### src/rtl/core/jst_pkg.sv
package jst_pkg;

    localparam int JOB_ID_BITS = 16;
    localparam int STATE_BITS  = 2;
    localparam int MAX_RESULTS = 16;
    localparam int CNT_BITS    = $clog2(MAX_RESULTS + 1);

    typedef logic [2:0]             t_op;
    typedef logic [1:0]             t_status;
    typedef logic [JOB_ID_BITS-1:0] t_job_id;
    typedef logic [STATE_BITS-1:0]  t_run_state;
    typedef logic [CNT_BITS-1:0]    t_count;

    localparam t_op OP_ADD      = 3'd0;
    localparam t_op OP_DELETE   = 3'd1;
    localparam t_op OP_FIND_PID = 3'd2;
    localparam t_op OP_FIND_JID = 3'd3;
    localparam t_op OP_SET_PID  = 3'd4;
    localparam t_op OP_SET_JID  = 3'd5;
    localparam t_op OP_FIND_FG  = 3'd6;
    localparam t_op OP_LIST     = 3'd7;

    localparam t_status STAT_OK       = 2'd0;
    localparam t_status STAT_NOTFOUND = 2'd1;
    localparam t_status STAT_FULL     = 2'd2;
    localparam t_status STAT_BADKEY   = 2'd3;

    localparam t_run_state RS_FG = 2'd1;

    localparam t_job_id ID_MAX = 16'hFFFF;

endpackage

### src/rtl/core/job_slot_table_unit.sv
// a zero key is answered in the cycle after start; other commands scan the
// slot memory one entry per cycle, delete always scans every slot and list returns
// one word per live slot, at most MAX_RESULTS words
// throughput: one command at a time, busy stays high for the whole scan
// reset: synchronous, clears all slots to empty and sets the job id counter to 1
// results are a one-cycle strobe and the receiver cannot stall
module job_slot_table_unit #(
    parameter int NUM_SLOTS    = 16,
    parameter int PROC_ID_BITS = 22
) (
    input  logic                         i_clk,
    input  logic                         i_rst_n,
    input  logic                         start,
    output logic                         busy,
    input  jst_pkg::t_op                 i_op,
    input  logic [PROC_ID_BITS-1:0]      i_proc_id,
    input  jst_pkg::t_job_id             i_job_id,
    input  jst_pkg::t_run_state          i_new_state,
    output logic                         o_valid,
    output jst_pkg::t_status             o_status,
    output logic [PROC_ID_BITS-1:0]      o_out_proc_id,
    output jst_pkg::t_job_id             o_out_job_id,
    output jst_pkg::t_run_state          o_out_state,
    output logic                         o_last
);

    localparam int IW = $clog2(NUM_SLOTS);
    localparam int CW = $clog2(NUM_SLOTS + 1);
    localparam int JB = jst_pkg::JOB_ID_BITS;
    localparam int SB = jst_pkg::STATE_BITS;
    localparam int DW = PROC_ID_BITS + JB + SB;

    localparam logic [1:0] S_IDLE  = 2'd0;
    localparam logic [1:0] S_SCAN  = 2'd1;
    localparam logic [1:0] S_FLUSH = 2'd2;

    logic [DW-1:0]             r_mem [NUM_SLOTS];
    logic [NUM_SLOTS-1:0]      r_live, n_live;

    logic [1:0]                r_state, n_state;
    jst_pkg::t_op              r_op, n_op;
    logic [PROC_ID_BITS-1:0]   r_pid, n_pid;
    jst_pkg::t_job_id          r_jid, n_jid;
    jst_pkg::t_run_state       r_ns, n_ns;
    logic [CW-1:0]             r_idx, n_idx;
    logic                      r_rd_vld, n_rd_vld;
    logic [IW-1:0]             r_rd_idx;
    logic                      r_rd_live;
    logic [DW-1:0]             r_rd_data;
    jst_pkg::t_job_id          r_next_id, n_next_id;
    logic                      r_hit, n_hit;
    jst_pkg::t_job_id          r_max, n_max;
    logic                      r_pend, n_pend;
    logic [DW-1:0]             r_pend_data, n_pend_data;
    jst_pkg::t_count           r_cnt, n_cnt;

    logic                      r_valid, n_valid;
    jst_pkg::t_status          r_status, n_status;
    logic [PROC_ID_BITS-1:0]   r_opid, n_opid;
    jst_pkg::t_job_id          r_ojid, n_ojid;
    jst_pkg::t_run_state       r_ost, n_ost;
    logic                      r_last, n_last;

    logic                      w_en;
    logic [IW-1:0]             w_addr;
    logic [DW-1:0]             w_data;

    logic [PROC_ID_BITS-1:0]   rd_proc;
    jst_pkg::t_job_id          rd_job;
    jst_pkg::t_run_state       rd_st;
    logic                      match;
    logic                      first_del;
    logic                      list_full;
    logic                      stop;
    logic                      issue;
    logic                      is_last;
    logic                      bad_key;
    jst_pkg::t_job_id          max_in;
    jst_pkg::t_job_id          add_id;

    assign rd_proc = r_rd_data[DW-1 -: PROC_ID_BITS];
    assign rd_job  = r_rd_data[SB +: JB];
    assign rd_st   = r_rd_data[SB-1:0];

    // shared compare against the scanned slot
    always_comb begin
        case (r_op)
            jst_pkg::OP_ADD:      match = !r_rd_live;
            jst_pkg::OP_DELETE,
            jst_pkg::OP_FIND_PID,
            jst_pkg::OP_SET_PID:  match = r_rd_live && (rd_proc == r_pid);
            jst_pkg::OP_FIND_JID,
            jst_pkg::OP_SET_JID:  match = r_rd_live && (rd_job == r_jid);
            jst_pkg::OP_FIND_FG:  match = r_rd_live && (rd_st == jst_pkg::RS_FG);
            default:              match = r_rd_live;
        endcase
    end

    assign first_del = (r_op == jst_pkg::OP_DELETE) && match && !r_hit;
    assign max_in    = (r_rd_live && !first_del && (rd_job > r_max)) ? rd_job : r_max;
    assign list_full = (r_op == jst_pkg::OP_LIST) && match
                       && ((r_cnt + jst_pkg::t_count'(1))
                           == jst_pkg::t_count'(jst_pkg::MAX_RESULTS));
    assign stop      = (r_state == S_SCAN) && r_rd_vld
                       && (list_full
                           || (match && (r_op != jst_pkg::OP_DELETE)
                               && (r_op != jst_pkg::OP_LIST)));
    assign issue     = (r_state == S_SCAN) && (r_idx < CW'(NUM_SLOTS)) && !stop;
    assign is_last   = (r_rd_idx == IW'(NUM_SLOTS - 1));

    always_comb begin
        case (i_op)
            jst_pkg::OP_ADD,
            jst_pkg::OP_DELETE,
            jst_pkg::OP_FIND_PID,
            jst_pkg::OP_SET_PID:  bad_key = (i_proc_id == '0);
            jst_pkg::OP_FIND_JID,
            jst_pkg::OP_SET_JID:  bad_key = (i_job_id == '0);
            default:              bad_key = 1'b0;
        endcase
    end

    // id counter step after an add
    always_comb begin
        add_id = (r_next_id < jst_pkg::ID_MAX) ? r_next_id + 16'd1 : r_next_id;
        if (add_id > jst_pkg::t_job_id'(NUM_SLOTS)) begin
            add_id = 16'd1;
        end
    end

    always_comb begin
        n_state     = r_state;
        n_op        = r_op;
        n_pid       = r_pid;
        n_jid       = r_jid;
        n_ns        = r_ns;
        n_live      = r_live;
        n_next_id   = r_next_id;
        n_hit       = r_hit;
        n_max       = r_max;
        n_pend      = r_pend;
        n_pend_data = r_pend_data;
        n_cnt       = r_cnt;
        n_rd_vld    = issue;
        n_idx       = issue ? r_idx + CW'(1) : r_idx;
        n_valid     = 1'b0;
        n_status    = r_status;
        n_opid      = r_opid;
        n_ojid      = r_ojid;
        n_ost       = r_ost;
        n_last      = r_last;
        w_en        = 1'b0;
        w_addr      = r_rd_idx;
        w_data      = r_rd_data;

        case (r_state)
            S_IDLE: begin
                if (start) begin
                    n_op  = i_op;
                    n_pid = i_proc_id;
                    n_jid = i_job_id;
                    n_ns  = i_new_state;
                    if (bad_key) begin
                        n_valid  = 1'b1;
                        n_status = jst_pkg::STAT_BADKEY;
                        n_opid   = '0;
                        n_ojid   = '0;
                        n_ost    = '0;
                        n_last   = 1'b1;
                    end else begin
                        n_state = S_SCAN;
                        n_idx   = '0;
                        n_hit   = 1'b0;
                        n_max   = '0;
                        n_pend  = 1'b0;
                        n_cnt   = '0;
                    end
                end
            end
            S_SCAN: begin
                if (r_rd_vld) begin
                    case (r_op)
                        jst_pkg::OP_ADD: begin
                            if (match) begin
                                w_en             = 1'b1;
                                w_data           = {r_pid, r_next_id, r_ns};
                                n_live[r_rd_idx] = 1'b1;
                                n_next_id        = add_id;
                                n_valid          = 1'b1;
                                n_status         = jst_pkg::STAT_OK;
                                n_opid           = r_pid;
                                n_ojid           = r_next_id;
                                n_ost            = r_ns;
                                n_last           = 1'b1;
                                n_state          = S_IDLE;
                            end else if (is_last) begin
                                n_valid  = 1'b1;
                                n_status = jst_pkg::STAT_FULL;
                                n_opid   = '0;
                                n_ojid   = '0;
                                n_ost    = '0;
                                n_last   = 1'b1;
                                n_state  = S_IDLE;
                            end
                        end
                        jst_pkg::OP_DELETE: begin
                            n_max = max_in;
                            if (first_del) begin
                                n_hit            = 1'b1;
                                n_live[r_rd_idx] = 1'b0;
                                n_valid          = 1'b1;
                                n_status         = jst_pkg::STAT_OK;
                                n_opid           = rd_proc;
                                n_ojid           = rd_job;
                                n_ost            = rd_st;
                                n_last           = 1'b1;
                            end
                            if (is_last) begin
                                n_state = S_IDLE;
                                if (r_hit || first_del) begin
                                    n_next_id = (max_in == jst_pkg::ID_MAX) ? jst_pkg::ID_MAX
                                                                           : max_in + 16'd1;
                                end else begin
                                    n_valid  = 1'b1;
                                    n_status = jst_pkg::STAT_NOTFOUND;
                                    n_opid   = '0;
                                    n_ojid   = '0;
                                    n_ost    = '0;
                                    n_last   = 1'b1;
                                end
                            end
                        end
                        jst_pkg::OP_LIST: begin
                            if (match) begin
                                if (r_pend) begin
                                    n_valid  = 1'b1;
                                    n_status = jst_pkg::STAT_OK;
                                    n_opid   = r_pend_data[DW-1 -: PROC_ID_BITS];
                                    n_ojid   = r_pend_data[SB +: JB];
                                    n_ost    = r_pend_data[SB-1:0];
                                    n_last   = 1'b0;
                                end
                                n_pend      = 1'b1;
                                n_pend_data = r_rd_data;
                                n_cnt       = r_cnt + jst_pkg::t_count'(1);
                            end
                            if (list_full || is_last) begin
                                n_state = S_FLUSH;
                            end
                        end
                        default: begin
                            if (match) begin
                                if ((r_op == jst_pkg::OP_SET_PID)
                                        || (r_op == jst_pkg::OP_SET_JID)) begin
                                    w_en   = 1'b1;
                                    w_data = {rd_proc, rd_job, r_ns};
                                    n_ost  = r_ns;
                                end else begin
                                    n_ost  = rd_st;
                                end
                                n_valid  = 1'b1;
                                n_status = jst_pkg::STAT_OK;
                                n_opid   = rd_proc;
                                n_ojid   = rd_job;
                                n_last   = 1'b1;
                                n_state  = S_IDLE;
                            end else if (is_last) begin
                                n_valid  = 1'b1;
                                n_status = jst_pkg::STAT_NOTFOUND;
                                n_opid   = '0;
                                n_ojid   = '0;
                                n_ost    = '0;
                                n_last   = 1'b1;
                                n_state  = S_IDLE;
                            end
                        end
                    endcase
                end
            end
            S_FLUSH: begin
                n_valid = 1'b1;
                n_last  = 1'b1;
                n_state = S_IDLE;
                if (r_pend) begin
                    n_status = jst_pkg::STAT_OK;
                    n_opid   = r_pend_data[DW-1 -: PROC_ID_BITS];
                    n_ojid   = r_pend_data[SB +: JB];
                    n_ost    = r_pend_data[SB-1:0];
                end else begin
                    n_status = jst_pkg::STAT_NOTFOUND;
                    n_opid   = '0;
                    n_ojid   = '0;
                    n_ost    = '0;
                end
            end
            default: begin
                n_state = S_IDLE;
            end
        endcase
    end

    // slot memory, at most one write and one registered read per cycle
    always_ff @(posedge i_clk) begin
        if (w_en) begin
            r_mem[w_addr] <= w_data;
        end
        r_rd_data <= r_mem[r_idx[IW-1:0]];
        r_rd_live <= r_live[r_idx[IW-1:0]];
        r_rd_idx  <= r_idx[IW-1:0];
    end

    always_ff @(posedge i_clk) begin
        if (!i_rst_n) begin
            r_state   <= S_IDLE;
            r_live    <= '0;
            r_next_id <= 16'd1;
            r_rd_vld  <= 1'b0;
            r_idx     <= '0;
            r_hit     <= 1'b0;
            r_pend    <= 1'b0;
            r_cnt     <= '0;
            r_valid   <= 1'b0;
        end else begin
            r_state   <= n_state;
            r_live    <= n_live;
            r_next_id <= n_next_id;
            r_rd_vld  <= n_rd_vld;
            r_idx     <= n_idx;
            r_hit     <= n_hit;
            r_pend    <= n_pend;
            r_cnt     <= n_cnt;
            r_valid   <= n_valid;
        end
    end

    always_ff @(posedge i_clk) begin
        r_op        <= n_op;
        r_pid       <= n_pid;
        r_jid       <= n_jid;
        r_ns        <= n_ns;
        r_max       <= n_max;
        r_pend_data <= n_pend_data;
        r_status    <= n_status;
        r_opid      <= n_opid;
        r_ojid      <= n_ojid;
        r_ost       <= n_ost;
        r_last      <= n_last;
    end

    assign busy          = (r_state != S_IDLE);
    assign o_valid       = r_valid;
    assign o_status      = r_status;
    assign o_out_proc_id = r_opid;
    assign o_out_job_id  = r_ojid;
    assign o_out_state   = r_ost;
    assign o_last        = r_last;

endmodule
### config.mk
export PLATFORM = sky130hd
export DESIGN_NAME = job_slot_table_unit
export DESIGN_NICKNAME = d
export VERILOG_FILES = /design/src/rtl/core/jst_pkg.sv /design/src/rtl/core/job_slot_table_unit.sv
export SDC_FILE = /design/constraint.sdc
export NUM_CORES = 1
export LEC_CHECK = 0
export BUFFER_PORTS_ARGS = -buffer_cell sky130_fd_sc_hd__buf_2
export CAP_MARGIN = 20
export CORE_MARGIN = 2
export CORE_UTILIZATION = 52
export CTS_BUF_LIST = sky130_fd_sc_hd__clkbuf_2 sky130_fd_sc_hd__clkbuf_4 sky130_fd_sc_hd__clkbuf_8
export CTS_CLUSTER_SIZE = 28
export DETAILED_ROUTE_END_ITERATION = 8
export GPL_TIMING_DRIVEN = 0
export PLACE_DENSITY = 0.74
export SLEW_MARGIN = 10
export SYNTH_ARGS = -nofsm -noshare
export SYNTH_HDL_FRONTEND = slang
export SYNTH_SLANG_ARGS = --single-unit
export TNS_END_PERCENT = 20
### constraint.sdc
create_clock -name i_clk -period 6.1 [get_ports i_clk]
set_clock_uncertainty 0.2 [all_clocks]
set_input_delay 0.915 -clock i_clk [delete_from_list [all_inputs] [get_ports i_clk]]
set_output_delay 0.915 -clock i_clk [all_outputs]
set_load 0.01 [all_outputs]
==> impl_metrics.yaml <==
logic_synthesis:
  synth-seq-area-share_pct: 68.18
  synth_edf_count: 782
  netlist.area_leader.share_pct: 63.17
  syn_area_um2: 37170
  ys_ff_latch: 875
  synth_area_leaders: "edfxtp_1 63%, mux4_2 12%, dfxtp_1 5.0%"
  ys_async_sr_fraction_pct: 0
  netlist-cell-type-count: 78
  yosys_warnings: 0
  synth_commonest_cells: "782 x edfxtp_1, 205 x mux4_2, 143 x nand2_1"
  syn_inst: 2223
  synth_largest_area_cell: "edfxtp_1"
  syn_nets: 2293
  synth_area_per_cell_um2: 16.72
  synth.most_common_cell: "edfxtp_1"
  synthFlopType: "edfxtp_1"
die:
  start_util_pct: 52.27
  fp.dieW_um: 271.4
  rows: 98
  core_area_um2: 71120
  die-area_um2: 73640
  die_y_um: 271.4
  ios: 91
drt:
  wirelength_um: 108100
  first_pass_iters: 7
  drt_iter0_drc: 3691
  antenna_left: 0
  drt-wirelength-per-cell_um: 30.25
  num_vias: 23700
  drc: 0
  routed_via_density: 6.633
clocking:
  cts_buffer_depth: 3
  cts_inserted_buffers: 141
  h-tree-depth: 4
  cts_tree: "yes"
  cts_setup_buffers: 0
  clock-root-buffer: "clkbuf_8"
  cts.clk_slew.worst_paths_ns: 0.06
  insertion_delay_ns: 0.81
  cts_hold_buffers: 0
  clock-sinks: 875
  cts_resized: 0
run:
  maxCapViolCount: 0
sta:
  setup_viol: 0
  fin_crit_sh_pct: 78.12
  worst_pin_slew_ns: 1.091
  slew_viol_final: 0
  postLayoutSetupSlackWorst_ns: 1.334
  hold_violations: 0
  grt_setup_unrepaired: "no"
  period_needed_ns: 4.766
  maxSlewHeadroom_pct: 27.26
  fmax_ghz: 0.2098
pwr:
  power.density_nw_per_um2: 370.3
  p_int_w: 0.01119
  comb_power_share_pct: 19.9
  seqPwrFrac_pct: 47.4
  clkPwrFrac_pct: 32.7
  p_total_w: 0.01589
  vdd_drop_max_mv: 0.2013
  cellLeakagePower_nw: 13.96
  switching_share_pct: 29.55
  p_sw_w: 0.004695
final_layout:
  nFillCells: 5093
  multiInputGateArea_um2: 11220
  nNetsFinal: 2576
  syn_to_final_growth_pct: 15.43
  drive_gt1_share_pct: 28.38
  seqCellArea_um2: 25340
setup_path:
  crit_chain: "buf_2 > xor2_1 > or4_4 > nor3_4 > a22oi_2 > a21oi_1 > buf_2 > and3_1 > nand2_1 > nor2_4 > buf_16 > buf_16"
  slowest_stage: "nor2_4"
  cp.arrival_ns: 5.05
  r2r_cells: 12
  r2r_start: "r_rd_data[12]$_DFF_P_"
  critPathLaunchType: "flip-flop"
  crit_path_end_kind: "flip-flop"
  max_stage_delay_ns: 0.67
  crit_type: "reg2reg"
  crit_fanout: 16
  required_ns: 6.39
  rr_endpoint: "r_mem[3][17]$_DFFE_PP_"
  reg2reg_slack_ns: 1.33
min_path:
  worstHoldPathCells: 1
  hold_end: "r_jid[2]$_DFFE_PP_"
  hp-class: "in2reg"
  hp-start: "i_job_id[2]"
global_routing:
  grt_usage_pct: 29.34
  grt_pass1_wl_um: 155900
  grt_antenna_before_repair: 3
  grt_overflow: 0
  grt_max_degree: 41
  grt_pass1_vias: 23440
status:
  status: "completed"
place:
  port_buffers: 90
  pre_cts_slack_ns: 1.379
  gp_congestion: 0.9459
  place_hpwl_um: 74770
critical path: cells and delay by family, from the launching register on:
kind            cells  cell delay [ns]
buf+inv             4             1.17
flops               1             0.53
xor+xnor            1             0.15
compound gates      2             0.41
simple gates        5             1.95
kinds of logic (layout without fill, tap and decap cells):
group	after synthesis	count (layout)	synth area share, %
muxes	297	297	15.04
DFF	875	875	68.18
and+or+nand+nor	417	417	5.557
other	0	1	0
adders and majority gates	24	24	0.8079
AOI/OAI and AO/OA	369	369	7.002
xor gates and xnor gates	59	59	1.390
buffers and inverters	182	581	2.020
how the worst max path moves through the flow:
stage / start / end / slack (ns)
after floorplan: start / o_status[0]$_DFFE_PP_ / 1.37
after global placement: r_rd_data[12]$_DFF_P_ / r_mem[6][17]$_DFFE_PP_ / -1.47
after detailed placement: r_rd_data[17]$_DFF_P_ / r_mem[7][0]$_DFFE_PP_ / 1.38
after CTS: r_rd_data[17]$_DFF_P_ / r_mem[4][0]$_DFFE_PP_ / 1.32
after global routing: r_rd_data[12]$_DFF_P_ / r_mem[14][9]$_DFFE_PP_ / 1.23
final: r_rd_data[12]$_DFF_P_ / r_mem[3][17]$_DFFE_PP_ / 1.33
cell usage in the layout (no fill, tap or decap), drive strengths merged, types with 9 or more instances in the layout:
cell	instances
o21ai	121
a21o	9
a31oi	18
clkinv	37
o211ai	15
a21oi	56
nand2	143
xor2	40
clkbuf	305
xnor2	19
nand4	28
o311ai	38
nor2	63
buf	195
nor4	25
and3	13
edfxtp	782
mux2	42
o221a	38
inv	41
ha	24
mux2i	50
nor3	61
nand3	30
dfxtp	93
mux4	205
per-stage QoR:
stage          TNS (ns)  cell area, um2  util (%)  hold WS [ns]  std cells
2_1_floorplan         0           37170         -        0.1291       2223
3_3_place_gp    -695.85           38810     54.57        0.1339       3263
3_5_place_dp          0           39890     56.09        0.1540       3306
4_1_cts               0           42810     60.19       0.05276       3565
5_1_grt               0           42900     60.33       0.07670       3573
6_report              0           42900     60.33        0.1056       3573
state kept, by name (all words and copies together), names as in the netlist, named ones only:
| name | cells |
|---|---|
| r_mem | 640 |
| r_pend_data | 40 |
| r_rd_data | 40 |
| o_out_proc_id | 22 |
| r_pid | 22 |
| o_out_job_id | 16 |
| r_jid | 16 |
| r_max | 16 |
| r_next_id | 16 |
| r_cnt | 5 |
| r_idx | 5 |
| r_rd_idx | 4 |
| r_op | 3 |
| o_out_state | 2 |
| o_status | 2 |
| r_ns | 2 |
| r_state | 2 |
| o_last | 1 |
| o_valid | 1 |
| r_hit | 1 |
| r_pend | 1 |
| r_rd_live | 1 |
| r_rd_vld | 1 |
power groups by stage:
stage | sequential [W] | clock, W | combinational [W]
detailed placement | 0.00763 | 0 | 0.00307
floorplan | 0.00744 | 0 | 0.00210
global placement | 0.00763 | 0 | 0.00289
CTS | 0.00750 | 0.00525 | 0.00308
global route | 0.00753 | 0.00551 | 0.00336
finish | 0.00754 | 0.00520 | 0.00315
area by class of cell:
cell class | instances | share of cell area, %
Clock inverter | 48 | 0.8953
Buffer | 149 | 1.461
Sequential cell | 875 | 59.07
Tap cell | 950 | 2.770
Antenna cell | 1 | 0.005832
Timing Repair Buffer | 140 | 3.444
Inverter | 33 | 0.2887
Multi-Input combinational cell | 1166 | 26.16
Clock buffer | 211 | 5.908
metal layers:
layer	track usage, %	vias up	wire length [um]
met5	0	-	13
li1	-	9668	-
met4	13.40	2	5134
met3	7.501	325	12970
met1	39.45	11910	39950
met2	45.41	1792	50030
(Power assumes the default switching activity.)
